### src/rtl/tilt_angle_moving_average_macros.svh
// assertion macros used by the rtl top level
`ifndef TILT_ANGLE_MOVING_AVERAGE_MACROS_SVH
`define TILT_ANGLE_MOVING_AVERAGE_MACROS_SVH

// same-cycle implication, checked out of reset
`define TAM_ASSERT_IMPLIES(lbl, ante, cons) \
    lbl: assert property (@(posedge clk) disable iff (!rst_n) (ante) |-> (cons)) \
        else $error("tam check failed");

// next-cycle implication, checked out of reset
`define TAM_ASSERT_NEXT(lbl, ante, cons) \
    lbl: assert property (@(posedge clk) disable iff (!rst_n) (ante) |=> (cons)) \
        else $error("tam check failed");

`endif

### src/rtl/tam_pkg.sv
`timescale 1ns / 1ps
`default_nettype none
package tam_pkg;

    localparam int SAMPLE_W       = 16;
    localparam int SQ_W           = 32;
    localparam int ROOT_W         = 16;
    localparam int OPND_W         = 17;
    localparam int XY_W           = 34;
    localparam int ANGLE_W        = 26;
    localparam int CORDIC_STEPS   = 20;
    localparam int STEP_W         = 5;
    localparam int PRESCALE_SHIFT = 14;
    localparam int ROUND_SHIFT    = 9;
    localparam int LIMIT_W        = 16;

    localparam logic signed [ANGLE_W-1:0] DEG90       = 26'sd5898240;
    localparam logic [LIMIT_W-1:0]        PITCH_LIMIT = 16'd11520;
    localparam logic [LIMIT_W-1:0]        ROLL_LIMIT  = 16'd23040;

    typedef enum logic [2:0] {
        ST_IDLE,
        ST_ROOT_GO,
        ST_ROOT_WAIT,
        ST_ANGLE_WAIT,
        ST_UPDATE,
        ST_DIVIDE_WAIT,
        ST_DONE
    } tam_state_t;

    // atan(2^-i) in 1/65536 degree
    function automatic logic signed [ANGLE_W-1:0] atan_entry(input logic [STEP_W-1:0] step);
        logic signed [ANGLE_W-1:0] v;
        begin
            unique case (step)
                5'd0:    v = 26'sd2949120;
                5'd1:    v = 26'sd1740967;
                5'd2:    v = 26'sd919879;
                5'd3:    v = 26'sd466945;
                5'd4:    v = 26'sd234379;
                5'd5:    v = 26'sd117304;
                5'd6:    v = 26'sd58666;
                5'd7:    v = 26'sd29335;
                5'd8:    v = 26'sd14668;
                5'd9:    v = 26'sd7334;
                5'd10:   v = 26'sd3667;
                5'd11:   v = 26'sd1833;
                5'd12:   v = 26'sd917;
                5'd13:   v = 26'sd458;
                5'd14:   v = 26'sd229;
                5'd15:   v = 26'sd115;
                5'd16:   v = 26'sd57;
                5'd17:   v = 26'sd29;
                5'd18:   v = 26'sd14;
                5'd19:   v = 26'sd7;
                default: v = '0;
            endcase
            return v;
        end
    endfunction

endpackage
`default_nettype wire

### src/rtl/tam_if.sv
`timescale 1ns / 1ps
`default_nettype none
interface tam_in_if;
    logic               valid;
    logic               ready;
    logic signed [15:0] accel_x;
    logic signed [15:0] accel_y;
    logic signed [15:0] accel_z;

    modport source(output valid, output accel_x, output accel_y, output accel_z, input ready);
    modport sink(input valid, input accel_x, input accel_y, input accel_z, output ready);
endinterface

interface tam_out_if;
    logic               valid;
    logic               ready;
    logic signed [14:0] pitch_now;
    logic signed [15:0] roll_now;
    logic signed [14:0] pitch_mean;
    logic signed [15:0] roll_mean;

    modport source(output valid, output pitch_now, output roll_now, output pitch_mean,
                   output roll_mean, input ready);
    modport sink(input valid, input pitch_now, input roll_now, input pitch_mean,
                 input roll_mean, output ready);
endinterface
`default_nettype wire

### src/rtl/tam_isqrt.sv
`timescale 1ns / 1ps
`default_nettype none
module tam_isqrt
    import tam_pkg::*;
(
    input  wire logic              clk,
    input  wire logic              rst_n,
    input  wire logic              start,
    input  wire logic [SQ_W-1:0]   radicand,
    output logic                   done,
    output logic [ROOT_W-1:0]      root
);
    localparam int REM_W = ROOT_W + 2;

    logic [SQ_W-1:0]   rad_reg, rad_next;
    logic [REM_W-1:0]  rem_reg, rem_next;
    logic [ROOT_W-1:0] root_reg, root_next;
    logic [STEP_W-1:0] cnt_reg, cnt_next;
    logic              busy_reg, busy_next;
    logic              done_reg, done_next;
    logic [REM_W+1:0]  rem_sh;
    logic [REM_W+1:0]  trial;

    // one result bit per cycle
    always_comb
    begin
        rem_sh    = {rem_reg, rad_reg[SQ_W-1 -: 2]};
        trial     = {2'b00, root_reg, 2'b01};
        rad_next  = rad_reg;
        rem_next  = rem_reg;
        root_next = root_reg;
        cnt_next  = cnt_reg;
        busy_next = busy_reg;
        done_next = 1'b0;
        if (start)
        begin
            rad_next  = radicand;
            rem_next  = '0;
            root_next = '0;
            cnt_next  = '0;
            busy_next = 1'b1;
        end
        else if (busy_reg)
        begin
            rad_next = {rad_reg[SQ_W-3:0], 2'b00};
            if (rem_sh >= trial)
            begin
                rem_next  = REM_W'(rem_sh - trial);
                root_next = {root_reg[ROOT_W-2:0], 1'b1};
            end
            else
            begin
                rem_next  = REM_W'(rem_sh);
                root_next = {root_reg[ROOT_W-2:0], 1'b0};
            end
            cnt_next = STEP_W'(cnt_reg + 1'b1);
            if (cnt_reg == STEP_W'(ROOT_W - 1))
            begin
                busy_next = 1'b0;
                done_next = 1'b1;
            end
        end
    end

    always_ff @(posedge clk or negedge rst_n)
    begin
        if (!rst_n)
        begin
            busy_reg <= 1'b0;
            done_reg <= 1'b0;
            cnt_reg  <= '0;
        end
        else
        begin
            busy_reg <= busy_next;
            done_reg <= done_next;
            cnt_reg  <= cnt_next;
        end
    end

    always_ff @(posedge clk)
    begin
        rad_reg  <= rad_next;
        rem_reg  <= rem_next;
        root_reg <= root_next;
    end

    assign done = done_reg;
    assign root = root_reg;
endmodule
`default_nettype wire

### src/rtl/tam_cordic.sv
`timescale 1ns / 1ps
`default_nettype none
module tam_cordic
    import tam_pkg::*;
(
    input  wire logic                     clk,
    input  wire logic                     rst_n,
    input  wire logic                     start,
    input  wire logic signed [OPND_W-1:0] num,
    input  wire logic signed [OPND_W-1:0] den,
    input  wire logic [LIMIT_W-1:0]       limit,
    output logic                          done,
    output logic signed [15:0]            angle
);
    logic signed [XY_W-1:0]    x_reg, x_next, y_reg, y_next;
    logic signed [XY_W-1:0]    xs, ys, x_init, y_init;
    logic signed [ANGLE_W-1:0] acc_reg, acc_next, acc_init;
    logic [STEP_W-1:0]         step_reg, step_next;
    logic                      busy_reg, busy_next;
    logic                      done_reg, done_next;
    logic                      zero_reg, zero_next;
    logic [ANGLE_W-1:0]        mag;
    logic [ANGLE_W-ROUND_SHIFT:0] q;
    logic [15:0]               qc;

    // quadrant fold so the vector starts in the right half plane
    always_comb
    begin
        if (den < 0)
        begin
            if (num >= 0)
            begin
                x_init   = XY_W'(num) <<< PRESCALE_SHIFT;
                y_init   = (-XY_W'(den)) <<< PRESCALE_SHIFT;
                acc_init = DEG90;
            end
            else
            begin
                x_init   = (-XY_W'(num)) <<< PRESCALE_SHIFT;
                y_init   = XY_W'(den) <<< PRESCALE_SHIFT;
                acc_init = -DEG90;
            end
        end
        else
        begin
            x_init   = XY_W'(den) <<< PRESCALE_SHIFT;
            y_init   = XY_W'(num) <<< PRESCALE_SHIFT;
            acc_init = '0;
        end
    end

    always_comb
    begin
        xs        = x_reg >>> step_reg;
        ys        = y_reg >>> step_reg;
        x_next    = x_reg;
        y_next    = y_reg;
        acc_next  = acc_reg;
        step_next = step_reg;
        busy_next = busy_reg;
        zero_next = zero_reg;
        done_next = 1'b0;
        if (start)
        begin
            x_next    = x_init;
            y_next    = y_init;
            acc_next  = acc_init;
            step_next = '0;
            busy_next = 1'b1;
            zero_next = (num == 0) && (den == 0);
        end
        else if (busy_reg)
        begin
            if (!y_reg[XY_W-1])
            begin
                x_next   = x_reg + ys;
                y_next   = y_reg - xs;
                acc_next = acc_reg + atan_entry(step_reg);
            end
            else
            begin
                x_next   = x_reg - ys;
                y_next   = y_reg + xs;
                acc_next = acc_reg - atan_entry(step_reg);
            end
            step_next = STEP_W'(step_reg + 1'b1);
            if (step_reg == STEP_W'(CORDIC_STEPS - 1))
            begin
                busy_next = 1'b0;
                done_next = 1'b1;
            end
        end
    end

    always_ff @(posedge clk or negedge rst_n)
    begin
        if (!rst_n)
        begin
            busy_reg <= 1'b0;
            done_reg <= 1'b0;
            step_reg <= '0;
        end
        else
        begin
            busy_reg <= busy_next;
            done_reg <= done_next;
            step_reg <= step_next;
        end
    end

    always_ff @(posedge clk)
    begin
        x_reg    <= x_next;
        y_reg    <= y_next;
        acc_reg  <= acc_next;
        zero_reg <= zero_next;
    end

    // 1/65536 degree down to 1/128, half away from zero, then clamp
    always_comb
    begin
        mag = acc_reg[ANGLE_W-1] ? ANGLE_W'(-acc_reg) : ANGLE_W'(acc_reg);
        q   = (ANGLE_W-ROUND_SHIFT+1)'(({1'b0, mag} + (ANGLE_W+1)'(256)) >> ROUND_SHIFT);
        qc  = (q > (ANGLE_W-ROUND_SHIFT+1)'(limit)) ? limit : 16'(q);
        if (zero_reg)
            angle = '0;
        else if (acc_reg[ANGLE_W-1])
            angle = -$signed(qc);
        else
            angle = $signed(qc);
    end

    assign done = done_reg;
endmodule
`default_nettype wire

### src/rtl/tam_divider.sv
`timescale 1ns / 1ps
`default_nettype none
module tam_divider
    import tam_pkg::*;
#(
    parameter int SUM_W = 21,
    parameter int CNT_W = 5
)
(
    input  wire logic                    clk,
    input  wire logic                    rst_n,
    input  wire logic                    start,
    input  wire logic signed [SUM_W-1:0] total,
    input  wire logic [CNT_W-1:0]        count,
    output logic                         done,
    output logic signed [15:0]           mean
);
    localparam int N     = SUM_W + 1;
    localparam int ITR_W = $clog2(N + 1);

    logic [N-1:0]     dvd_reg, dvd_next;
    logic [CNT_W-1:0] rem_reg, rem_next;
    logic [CNT_W-1:0] dvs_reg, dvs_next;
    logic [ITR_W-1:0] itr_reg, itr_next;
    logic             neg_reg, neg_next;
    logic             busy_reg, busy_next;
    logic             done_reg, done_next;
    logic [SUM_W-1:0] mag;
    logic [CNT_W:0]   rem_sh;

    // restoring division, one quotient bit per cycle
    always_comb
    begin
        mag       = total[SUM_W-1] ? SUM_W'(-total) : SUM_W'(total);
        rem_sh    = {rem_reg, dvd_reg[N-1]};
        dvd_next  = dvd_reg;
        rem_next  = rem_reg;
        dvs_next  = dvs_reg;
        itr_next  = itr_reg;
        neg_next  = neg_reg;
        busy_next = busy_reg;
        done_next = 1'b0;
        if (start)
        begin
            dvd_next  = {1'b0, mag} + N'(count >> 1);
            rem_next  = '0;
            dvs_next  = count;
            itr_next  = '0;
            neg_next  = total[SUM_W-1];
            busy_next = 1'b1;
        end
        else if (busy_reg)
        begin
            if (rem_sh >= {1'b0, dvs_reg})
            begin
                rem_next = CNT_W'(rem_sh - {1'b0, dvs_reg});
                dvd_next = {dvd_reg[N-2:0], 1'b1};
            end
            else
            begin
                rem_next = CNT_W'(rem_sh);
                dvd_next = {dvd_reg[N-2:0], 1'b0};
            end
            itr_next = ITR_W'(itr_reg + 1'b1);
            if (itr_reg == ITR_W'(N - 1))
            begin
                busy_next = 1'b0;
                done_next = 1'b1;
            end
        end
    end

    always_ff @(posedge clk or negedge rst_n)
    begin
        if (!rst_n)
        begin
            busy_reg <= 1'b0;
            done_reg <= 1'b0;
            itr_reg  <= '0;
        end
        else
        begin
            busy_reg <= busy_next;
            done_reg <= done_next;
            itr_reg  <= itr_next;
        end
    end

    always_ff @(posedge clk)
    begin
        dvd_reg <= dvd_next;
        rem_reg <= rem_next;
        dvs_reg <= dvs_next;
        neg_reg <= neg_next;
    end

    assign mean = neg_reg ? -$signed(dvd_reg[15:0]) : $signed(dvd_reg[15:0]);
    assign done = done_reg;
endmodule
`default_nettype wire

### src/rtl/tilt_angle_moving_average.sv
// throughput: one item at a time; the next item is taken once the result is accepted
// the work runs through the bit-serial root, the two cordic units side by side, and
// the mean dividers (one quotient bit per cycle)
// reset: asynchronous, clears the control state, fill count, write slot and totals
`timescale 1ns / 1ps
`default_nettype none
`include "tilt_angle_moving_average_macros.svh"
module tilt_angle_moving_average
    import tam_pkg::*;
#(
    parameter int WINDOW_DEPTH = 16
)
(
    input  wire logic clk,
    input  wire logic rst_n,
    tam_in_if.sink    sample,
    tam_out_if.source result
);
    localparam int CNT_W  = $clog2(WINDOW_DEPTH + 1);
    localparam int ADDR_W = (WINDOW_DEPTH > 1) ? $clog2(WINDOW_DEPTH) : 1;
    localparam int SUM_W  = 16 + CNT_W;

    tam_state_t state_reg, state_next;

    // sample registers and squares, loaded at accept
    logic signed [SAMPLE_W-1:0] ax_reg, ay_reg, az_reg;
    logic [SQ_W-1:0]            ysq_reg, zsq_reg;

    // window state: ring memories plus running totals
    logic signed [15:0]         pitch_mem [WINDOW_DEPTH];
    logic signed [15:0]         roll_mem  [WINDOW_DEPTH];
    logic signed [15:0]         pitch_old_reg, roll_old_reg;
    logic [CNT_W-1:0]           fill_reg, fill_next;
    logic [ADDR_W-1:0]          slot_reg, slot_next;
    logic signed [SUM_W-1:0]    pitch_total_reg, pitch_total_next;
    logic signed [SUM_W-1:0]    roll_total_reg, roll_total_next;
    logic                       full;

    // result registers
    logic signed [14:0]         pitch_now_reg, pitch_mean_reg;
    logic signed [15:0]         roll_now_reg, roll_mean_reg;

    // unit handshakes
    logic                       root_start, root_done;
    logic [ROOT_W-1:0]          root;
    logic                       angle_start, pitch_done, roll_done;
    logic signed [15:0]         pitch_angle, roll_angle;
    logic                       div_start, pitch_div_done, roll_div_done;
    logic signed [15:0]         pitch_div_mean, roll_div_mean;
    logic                       accept;

    assign accept = sample.valid && sample.ready;

    // next state
    always_comb
    begin
        state_next = state_reg;
        unique case (state_reg)
            ST_IDLE:        if (sample.valid) state_next = ST_ROOT_GO;
            ST_ROOT_GO:     state_next = ST_ROOT_WAIT;
            ST_ROOT_WAIT:   if (root_done) state_next = ST_ANGLE_WAIT;
            ST_ANGLE_WAIT:  if (pitch_done && roll_done) state_next = ST_UPDATE;
            ST_UPDATE:      state_next = ST_DIVIDE_WAIT;
            ST_DIVIDE_WAIT: if (pitch_div_done && roll_div_done) state_next = ST_DONE;
            ST_DONE:        if (result.ready) state_next = ST_IDLE;
            default:        state_next = ST_IDLE;
        endcase
    end

    // state outputs
    always_comb
    begin
        sample.ready = (state_reg == ST_IDLE);
        result.valid = (state_reg == ST_DONE);
        root_start   = (state_reg == ST_ROOT_GO);
        angle_start  = (state_reg == ST_ROOT_WAIT) && root_done;
        div_start    = (state_reg == ST_UPDATE);
    end

    always_ff @(posedge clk or negedge rst_n)
    begin
        if (!rst_n)
            state_reg <= ST_IDLE;
        else
            state_reg <= state_next;
    end

    always_ff @(posedge clk)
    begin
        if (accept)
        begin
            ax_reg  <= sample.accel_x;
            ay_reg  <= sample.accel_y;
            az_reg  <= sample.accel_z;
            ysq_reg <= SQ_W'(sample.accel_y * sample.accel_y);
            zsq_reg <= SQ_W'(sample.accel_z * sample.accel_z);
        end
    end

    // r = floor(sqrt(y*y + z*z))
    tam_isqrt u_isqrt (
        .clk      (clk),
        .rst_n    (rst_n),
        .start    (root_start),
        .radicand (ysq_reg + zsq_reg),
        .done     (root_done),
        .root     (root)
    );

    // pitch = atan2(-x, r), roll = atan2(y, z), both in parallel
    tam_cordic u_cordic_pitch (
        .clk   (clk),
        .rst_n (rst_n),
        .start (angle_start),
        .num   (-OPND_W'(ax_reg)),
        .den   ($signed({1'b0, root})),
        .limit (PITCH_LIMIT),
        .done  (pitch_done),
        .angle (pitch_angle)
    );

    tam_cordic u_cordic_roll (
        .clk   (clk),
        .rst_n (rst_n),
        .start (angle_start),
        .num   (OPND_W'(ay_reg)),
        .den   (OPND_W'(az_reg)),
        .limit (ROLL_LIMIT),
        .done  (roll_done),
        .angle (roll_angle)
    );

    // ring memories: registered read of the slot about to be overwritten; the slot
    // only moves in ST_UPDATE, so the read is settled before that slot is written
    always_ff @(posedge clk)
    begin
        pitch_old_reg <= pitch_mem[slot_reg];
        roll_old_reg  <= roll_mem[slot_reg];
        if (state_reg == ST_UPDATE)
        begin
            pitch_mem[slot_reg] <= pitch_angle;
            roll_mem[slot_reg]  <= roll_angle;
        end
    end

    // once the ring is full the oldest value leaves the totals; before that the
    // slot was never written and the value read from it is not used
    always_comb
    begin
        full             = (fill_reg == CNT_W'(WINDOW_DEPTH));
        fill_next        = full ? fill_reg : CNT_W'(fill_reg + 1'b1);
        slot_next        = (slot_reg == ADDR_W'(WINDOW_DEPTH - 1)) ? '0
                                                                  : ADDR_W'(slot_reg + 1'b1);
        pitch_total_next = pitch_total_reg + SUM_W'(pitch_angle);
        roll_total_next  = roll_total_reg + SUM_W'(roll_angle);
        if (full)
        begin
            pitch_total_next = pitch_total_next - SUM_W'(pitch_old_reg);
            roll_total_next  = roll_total_next - SUM_W'(roll_old_reg);
        end
    end

    always_ff @(posedge clk or negedge rst_n)
    begin
        if (!rst_n)
        begin
            fill_reg        <= '0;
            slot_reg        <= '0;
            pitch_total_reg <= '0;
            roll_total_reg  <= '0;
        end
        else if (state_reg == ST_UPDATE)
        begin
            fill_reg        <= fill_next;
            slot_reg        <= slot_next;
            pitch_total_reg <= pitch_total_next;
            roll_total_reg  <= roll_total_next;
        end
    end

    // means over the count that already includes this item
    tam_divider #(
        .SUM_W (SUM_W),
        .CNT_W (CNT_W)
    ) u_div_pitch (
        .clk   (clk),
        .rst_n (rst_n),
        .start (div_start),
        .total (pitch_total_next),
        .count (fill_next),
        .done  (pitch_div_done),
        .mean  (pitch_div_mean)
    );

    tam_divider #(
        .SUM_W (SUM_W),
        .CNT_W (CNT_W)
    ) u_div_roll (
        .clk   (clk),
        .rst_n (rst_n),
        .start (div_start),
        .total (roll_total_next),
        .count (fill_next),
        .done  (roll_div_done),
        .mean  (roll_div_mean)
    );

    always_ff @(posedge clk)
    begin
        if (state_reg == ST_UPDATE)
        begin
            pitch_now_reg <= pitch_angle[14:0];
            roll_now_reg  <= roll_angle;
        end
        if (state_reg == ST_DIVIDE_WAIT && pitch_div_done)
        begin
            pitch_mean_reg <= pitch_div_mean[14:0];
            roll_mean_reg  <= roll_div_mean;
        end
    end

    assign result.pitch_now  = pitch_now_reg;
    assign result.roll_now   = roll_now_reg;
    assign result.pitch_mean = pitch_mean_reg;
    assign result.roll_mean  = roll_mean_reg;

    `TAM_ASSERT_IMPLIES(a_fill_bound, 1'b1, fill_reg <= CNT_W'(WINDOW_DEPTH))
    `TAM_ASSERT_NEXT(a_accept_starts, accept, state_reg == ST_ROOT_GO)
    `TAM_ASSERT_IMPLIES(a_count_nonzero, state_reg == ST_DIVIDE_WAIT, fill_reg != '0)
    `TAM_ASSERT_IMPLIES(a_units_in_step, state_reg == ST_ANGLE_WAIT, pitch_done == roll_done)
endmodule
`default_nettype wire
### src/flat_wrapper.sv
// flat-port wrapper written by rule: the top's interface ports become plain ports
module tilt_angle_moving_average_flat import tam_pkg::*;
#(
    parameter int WINDOW_DEPTH = 16
)
  (clk, rst_n, sample_valid, sample_accel_x, sample_accel_y, sample_accel_z, sample_ready, result_valid, result_pitch_now, result_roll_now, result_pitch_mean, result_roll_mean, result_ready);
  tam_in_if sample_i ();
  tam_out_if result_i ();
  input  wire logic clk;
  input  wire logic rst_n;
  input wire logic [$bits(sample_i.valid)-1:0] sample_valid;
  input wire logic [$bits(sample_i.accel_x)-1:0] sample_accel_x;
  input wire logic [$bits(sample_i.accel_y)-1:0] sample_accel_y;
  input wire logic [$bits(sample_i.accel_z)-1:0] sample_accel_z;
  output wire logic [$bits(sample_i.ready)-1:0] sample_ready;
  output wire logic [$bits(result_i.valid)-1:0] result_valid;
  output wire logic [$bits(result_i.pitch_now)-1:0] result_pitch_now;
  output wire logic [$bits(result_i.roll_now)-1:0] result_roll_now;
  output wire logic [$bits(result_i.pitch_mean)-1:0] result_pitch_mean;
  output wire logic [$bits(result_i.roll_mean)-1:0] result_roll_mean;
  input wire logic [$bits(result_i.ready)-1:0] result_ready;
  assign sample_i.valid = sample_valid;
  assign sample_i.accel_x = sample_accel_x;
  assign sample_i.accel_y = sample_accel_y;
  assign sample_i.accel_z = sample_accel_z;
  assign sample_ready = sample_i.ready;
  assign result_valid = result_i.valid;
  assign result_pitch_now = result_i.pitch_now;
  assign result_roll_now = result_i.roll_now;
  assign result_pitch_mean = result_i.pitch_mean;
  assign result_roll_mean = result_i.roll_mean;
  assign result_i.ready = result_ready;
  tilt_angle_moving_average #(.WINDOW_DEPTH(WINDOW_DEPTH)) u_core (.clk(clk), .rst_n(rst_n), .sample(sample_i), .result(result_i));
endmodule
### config.mk
export PLATFORM = sky130hd
export DESIGN_NAME = tilt_angle_moving_average_flat
export DESIGN_NICKNAME = d
export VERILOG_FILES = /design/src/rtl/tam_pkg.sv /design/src/rtl/tam_if.sv /design/src/rtl/tam_isqrt.sv /design/src/rtl/tam_cordic.sv /design/src/rtl/tam_divider.sv /design/src/rtl/tilt_angle_moving_average.sv /design/src/flat_wrapper.sv
export VERILOG_INCLUDE_DIRS = /design/src /design/src/rtl
export SDC_FILE = /design/constraint.sdc
export NUM_CORES = 2
export LEC_CHECK = 0
export BUFFER_PORTS_ARGS = -buffer_cell sky130_fd_sc_hd__buf_2
export CORE_UTILIZATION = 55
export DETAILED_ROUTE_END_ITERATION = 10
export PLACE_DENSITY_LB_ADDON = 0.15
export SLEW_MARGIN = 20
export SYNTH_ARGS = -nofsm -noshare
export SYNTH_HDL_FRONTEND = slang
export SYNTH_SLANG_ARGS = --single-unit
### constraint.sdc
create_clock -name clk -period 20.9 [get_ports clk]
set_clock_uncertainty 0.05 [all_clocks]
set_input_delay 2.09 -clock clk [delete_from_list [all_inputs] [get_ports clk]]
set_output_delay 2.09 -clock clk [all_outputs]
set_load 0.02 [all_outputs]
==> results.json <==
{
  "core_area_um2": 165000,
  "endpoint_kind": "flop",
  "hold_end": "u_core.roll_total_reg[9]",
  "violations": "DRC",
  "cts-buffers-inserted": 117,
  "slowest_stage": "xnor3_2",
  "syn-num-nets": 10100,
  "multiInputGateArea_um2": 54700,
  "drtAntennaViolNets": 0,
  "yosys_warnings": 0,
  "cts_sinks": 1120,
  "rows": 149,
  "place_hpwl_um": 167000,
  "die_w_um": 410,
  "track_usage_pct": 27.7,
  "crit_arrival_ps": 13550,
  "p_sw_share_pct": 43.8,
  "synth-seq-cells": 1120,
  "seq_area_frac_synth_pct": 35.4,
  "synth.most_common_cell": "edfxtp_1",
  "drt_iter0_markers": 5417,
  "io_pins": 116,
  "reg_top3": "u_core.pitch_mem x256, u_core.roll_mem x256",
  "leakage_uw": 0.0401,
  "reg2reg_depth": 46,
  "routed_wl_um": 232000,
  "outcome": "finished, violations left",
  "seqPwrFrac_pct": 22.9,
  "setup_violations": 0,
  "initial_core_util_pct": 55.5,
  "syn_to_final_growth_pct": 7.40,
  "hold_viol_final": 0,
  "p_int_uw": 9150,
  "power_switching_uw": 7120,
  "via_per_inst": 5.99,
  "synth_cell_types": 117,
  "slowest_delay_ps": 770,
  "pwr-share-clk_pct": 13.2,
  "synthTopCellsByArea": "edfxtp_1 (31%), fa_1 (11%), ha_1 (7.4%), mux4_2 (6.7%), xnor2_1 (4.1%)",
  "seq_area_um2": 32500,
  "clock_latency_ps": 780,
  "cts_buffer_depth": 3,
  "rrSetupSlack_ps": 7930,
  "cts_setup_buffers": 0,
  "rsz0062_at_grt": "false",
  "nNetsFinal": 10100,
  "fin_crit_ps": 12970,
  "synth_flop_cell": "edfxtp_1",
  "synth-edff-count": 955,
  "dieArea_um2": 168000,
  "synth_top_area_cell": "edfxtp_1",
  "drc": 6,
  "first_global_vias": 67100,
  "fp.dieH_um": 410,
  "ys_top_cells_by_count": "edfxtp_1 (955), nand2_1 (930), inv_1 (829)",
  "reg2reg_to": "u_core.u_div_roll.dvd_reg[17]",
  "critPathLaunchType": "flop",
  "firstDrtPassIters": 10,
  "worstSetupPathType": "reg2reg",
  "vias": 67400,
  "netlist.area_leader.share_pct": 31.3,
  "pwr-share-comb_pct": 63.9,
  "wl_per_cell_um": 20.6,
  "synth-async-reset-ratio_pct": 7.95,
  "crit_path_max_fanout": 49,
  "min_from": "u_core.roll_total_reg[9]",
  "tightest_slew_ps": 1090,
  "cts-hold-fix-buffers": 0,
  "place.gp.congestion": 0.934,
  "slew_violations": 0,
  "regToRegStartpoint": "u_core.u_cordic_roll.acc_reg[25]",
  "cts_tree": "done",
  "drive_gt1_share_pct": 9.56,
  "required_ps": 21480,
  "clockRootBuffer": "clkbuf_16",
  "syn_area_per_cell_um2": 10.2,
  "hp-class": "reg2reg",
  "max_slew_margin_pct": 27.5,
  "hold_depth": 2,
  "fill_cells": 13900,
  "cts.htree.levels": 3,
  "power_uw": 16300,
  "grt_pass1_wl_um": 370000,
  "portBuffers": 115,
  "cap_violations": 0,
  "netlist_instances": 9027,
  "post_cts_resized": 0,
  "fmax_mhz": 77.1,
  "clk_pin_slew_ps": 60,
  "peakVddDrop_v": 0.000538,
  "grt_overflow_total": 0,
  "grt_max_degree": 93,
  "antenna_found_initial": 6,
  "synth_area_um2": 91700,
  "timing.setup.tns_ps": 0,
  "finalCritPeriodShare_pct": 62.0,
  "pwr_density_cell_nw_per_um2": 165
}
critical path: cells and delay by family, from the launching register on:
family,cells,cell delay [ps]
flops,1,320
xor+xnor,4,1340
fa+ha+maj,4,1290
buf+inv,3,1110
compound gates,21,5470
simple gates,14,3160
how the worst max path moves through the flow:
stage,start,to,cells past startpoint
CTS,u_core.u_cordic_roll.acc_reg[25],u_core.u_div_roll.dvd_reg[17],46
floorplan,u_core.u_cordic_pitch.acc_reg[25],u_core.u_div_pitch.dvd_reg[18],54
detailed placement,u_core.u_cordic_roll.acc_reg[25],u_core.u_div_roll.dvd_reg[17],46
finish,u_core.u_cordic_roll.acc_reg[25],u_core.u_div_roll.dvd_reg[17],46
global route,u_core.u_cordic_roll.acc_reg[0],u_core.u_div_roll.dvd_reg[17],50
global placement,u_core.u_cordic_roll.acc_reg[5],u_core.u_div_roll.dvd_reg[17],50
layout by cell type, fill, tap and decap left out, types with 35 or more instances in the layout:
master	count
edfxtp_1	955
nand2_1	930
inv_1	828
nor2_1	747
ha_1	545
a21oi_1	517
fa_1	492
o21ai_0	452
xnor2_1	434
mux4_2	271
xor2_1	259
nor3_1	185
mux2i_1	166
and2_1	164
nand3_1	156
clkbuf_16	120
buf_2	114
buf_4	100
a21o_1	94
nand2b_1	89
a31oi_1	85
nor2b_1	80
o21a_1	78
dfxtp_1	76
dfrtp_1	74
and3_1	71
o211ai_1	63
or3_1	63
a211oi_1	53
o31ai_1	49
mux2_2	44
nand4_1	43
o21bai_1	38
nor4_1	38
or2_2	35
per-stage QoR:
step / worst slack [ps] / instance area (um^2) / hold slack (ps) / cells / utilization [%]
global route: 7000 / 98400 / 463 / 11300 / 59.6
floorplan: 8510 / 91700 / 400 / 9027 / -
CTS: 8020 / 98400 / 439 / 11300 / 59.6
finish: 7930 / 98400 / 439 / 11300 / 59.6
global placement: 8280 / 94400 / 416 / 11000 / 57.1
detailed placement: 8070 / 94400 / 422 / 11000 / 57.1
cells by family (layout without fill, tap and decap cells):
family | after synthesis | count (layout) | synth area share (%)
compound gates | 1713 | 1713 | 11.7
simple gates | 2742 | 2742 | 13.9
other cells | 0 | 1 | 0
flops | 1120 | 1120 | 35.4
xor+xnor | 695 | 695 | 6.67
buf+inv | 1236 | 1278 | 5.10
fa+ha+maj | 1038 | 1038 | 18.2
mux | 483 | 483 | 9.04
power by group through the flow:
stage          Clock (uW)  Combinational [uW]  Sequential (uW)
6_report             2150               10400             3720
5_1_grt              2270               11700             3770
4_1_cts              2190               10400             3740
3_5_place_dp            0               10400             3780
3_3_place_gp            0               10100             3770
2_1_floorplan           0                8240             3580
routing by layer:
metal | GRT usage (%) | vias up | share of wire [%]
li1 | - | 31800 | -
met1 | 37.3 | 33300 | 43
met2 | 46.7 | 1907 | 49
met3 | 2.92 | 398 | 5.4
met4 | 9.07 | 4 | 3.3
met5 | 0 | - | 0.0086
area by class of cell:
class                   instances  area share [%]
diodes                          1         0.00254
clock buffers                 156            3.29
clock inverters                67           0.787
inverters                     839            3.21
multi-input cells            6671            55.6
flip-flops and latches       1120            33.0
well taps                    2189            2.78
repair buffers                216            1.39
No activity file was read; power rests on OpenSTA's default activity.
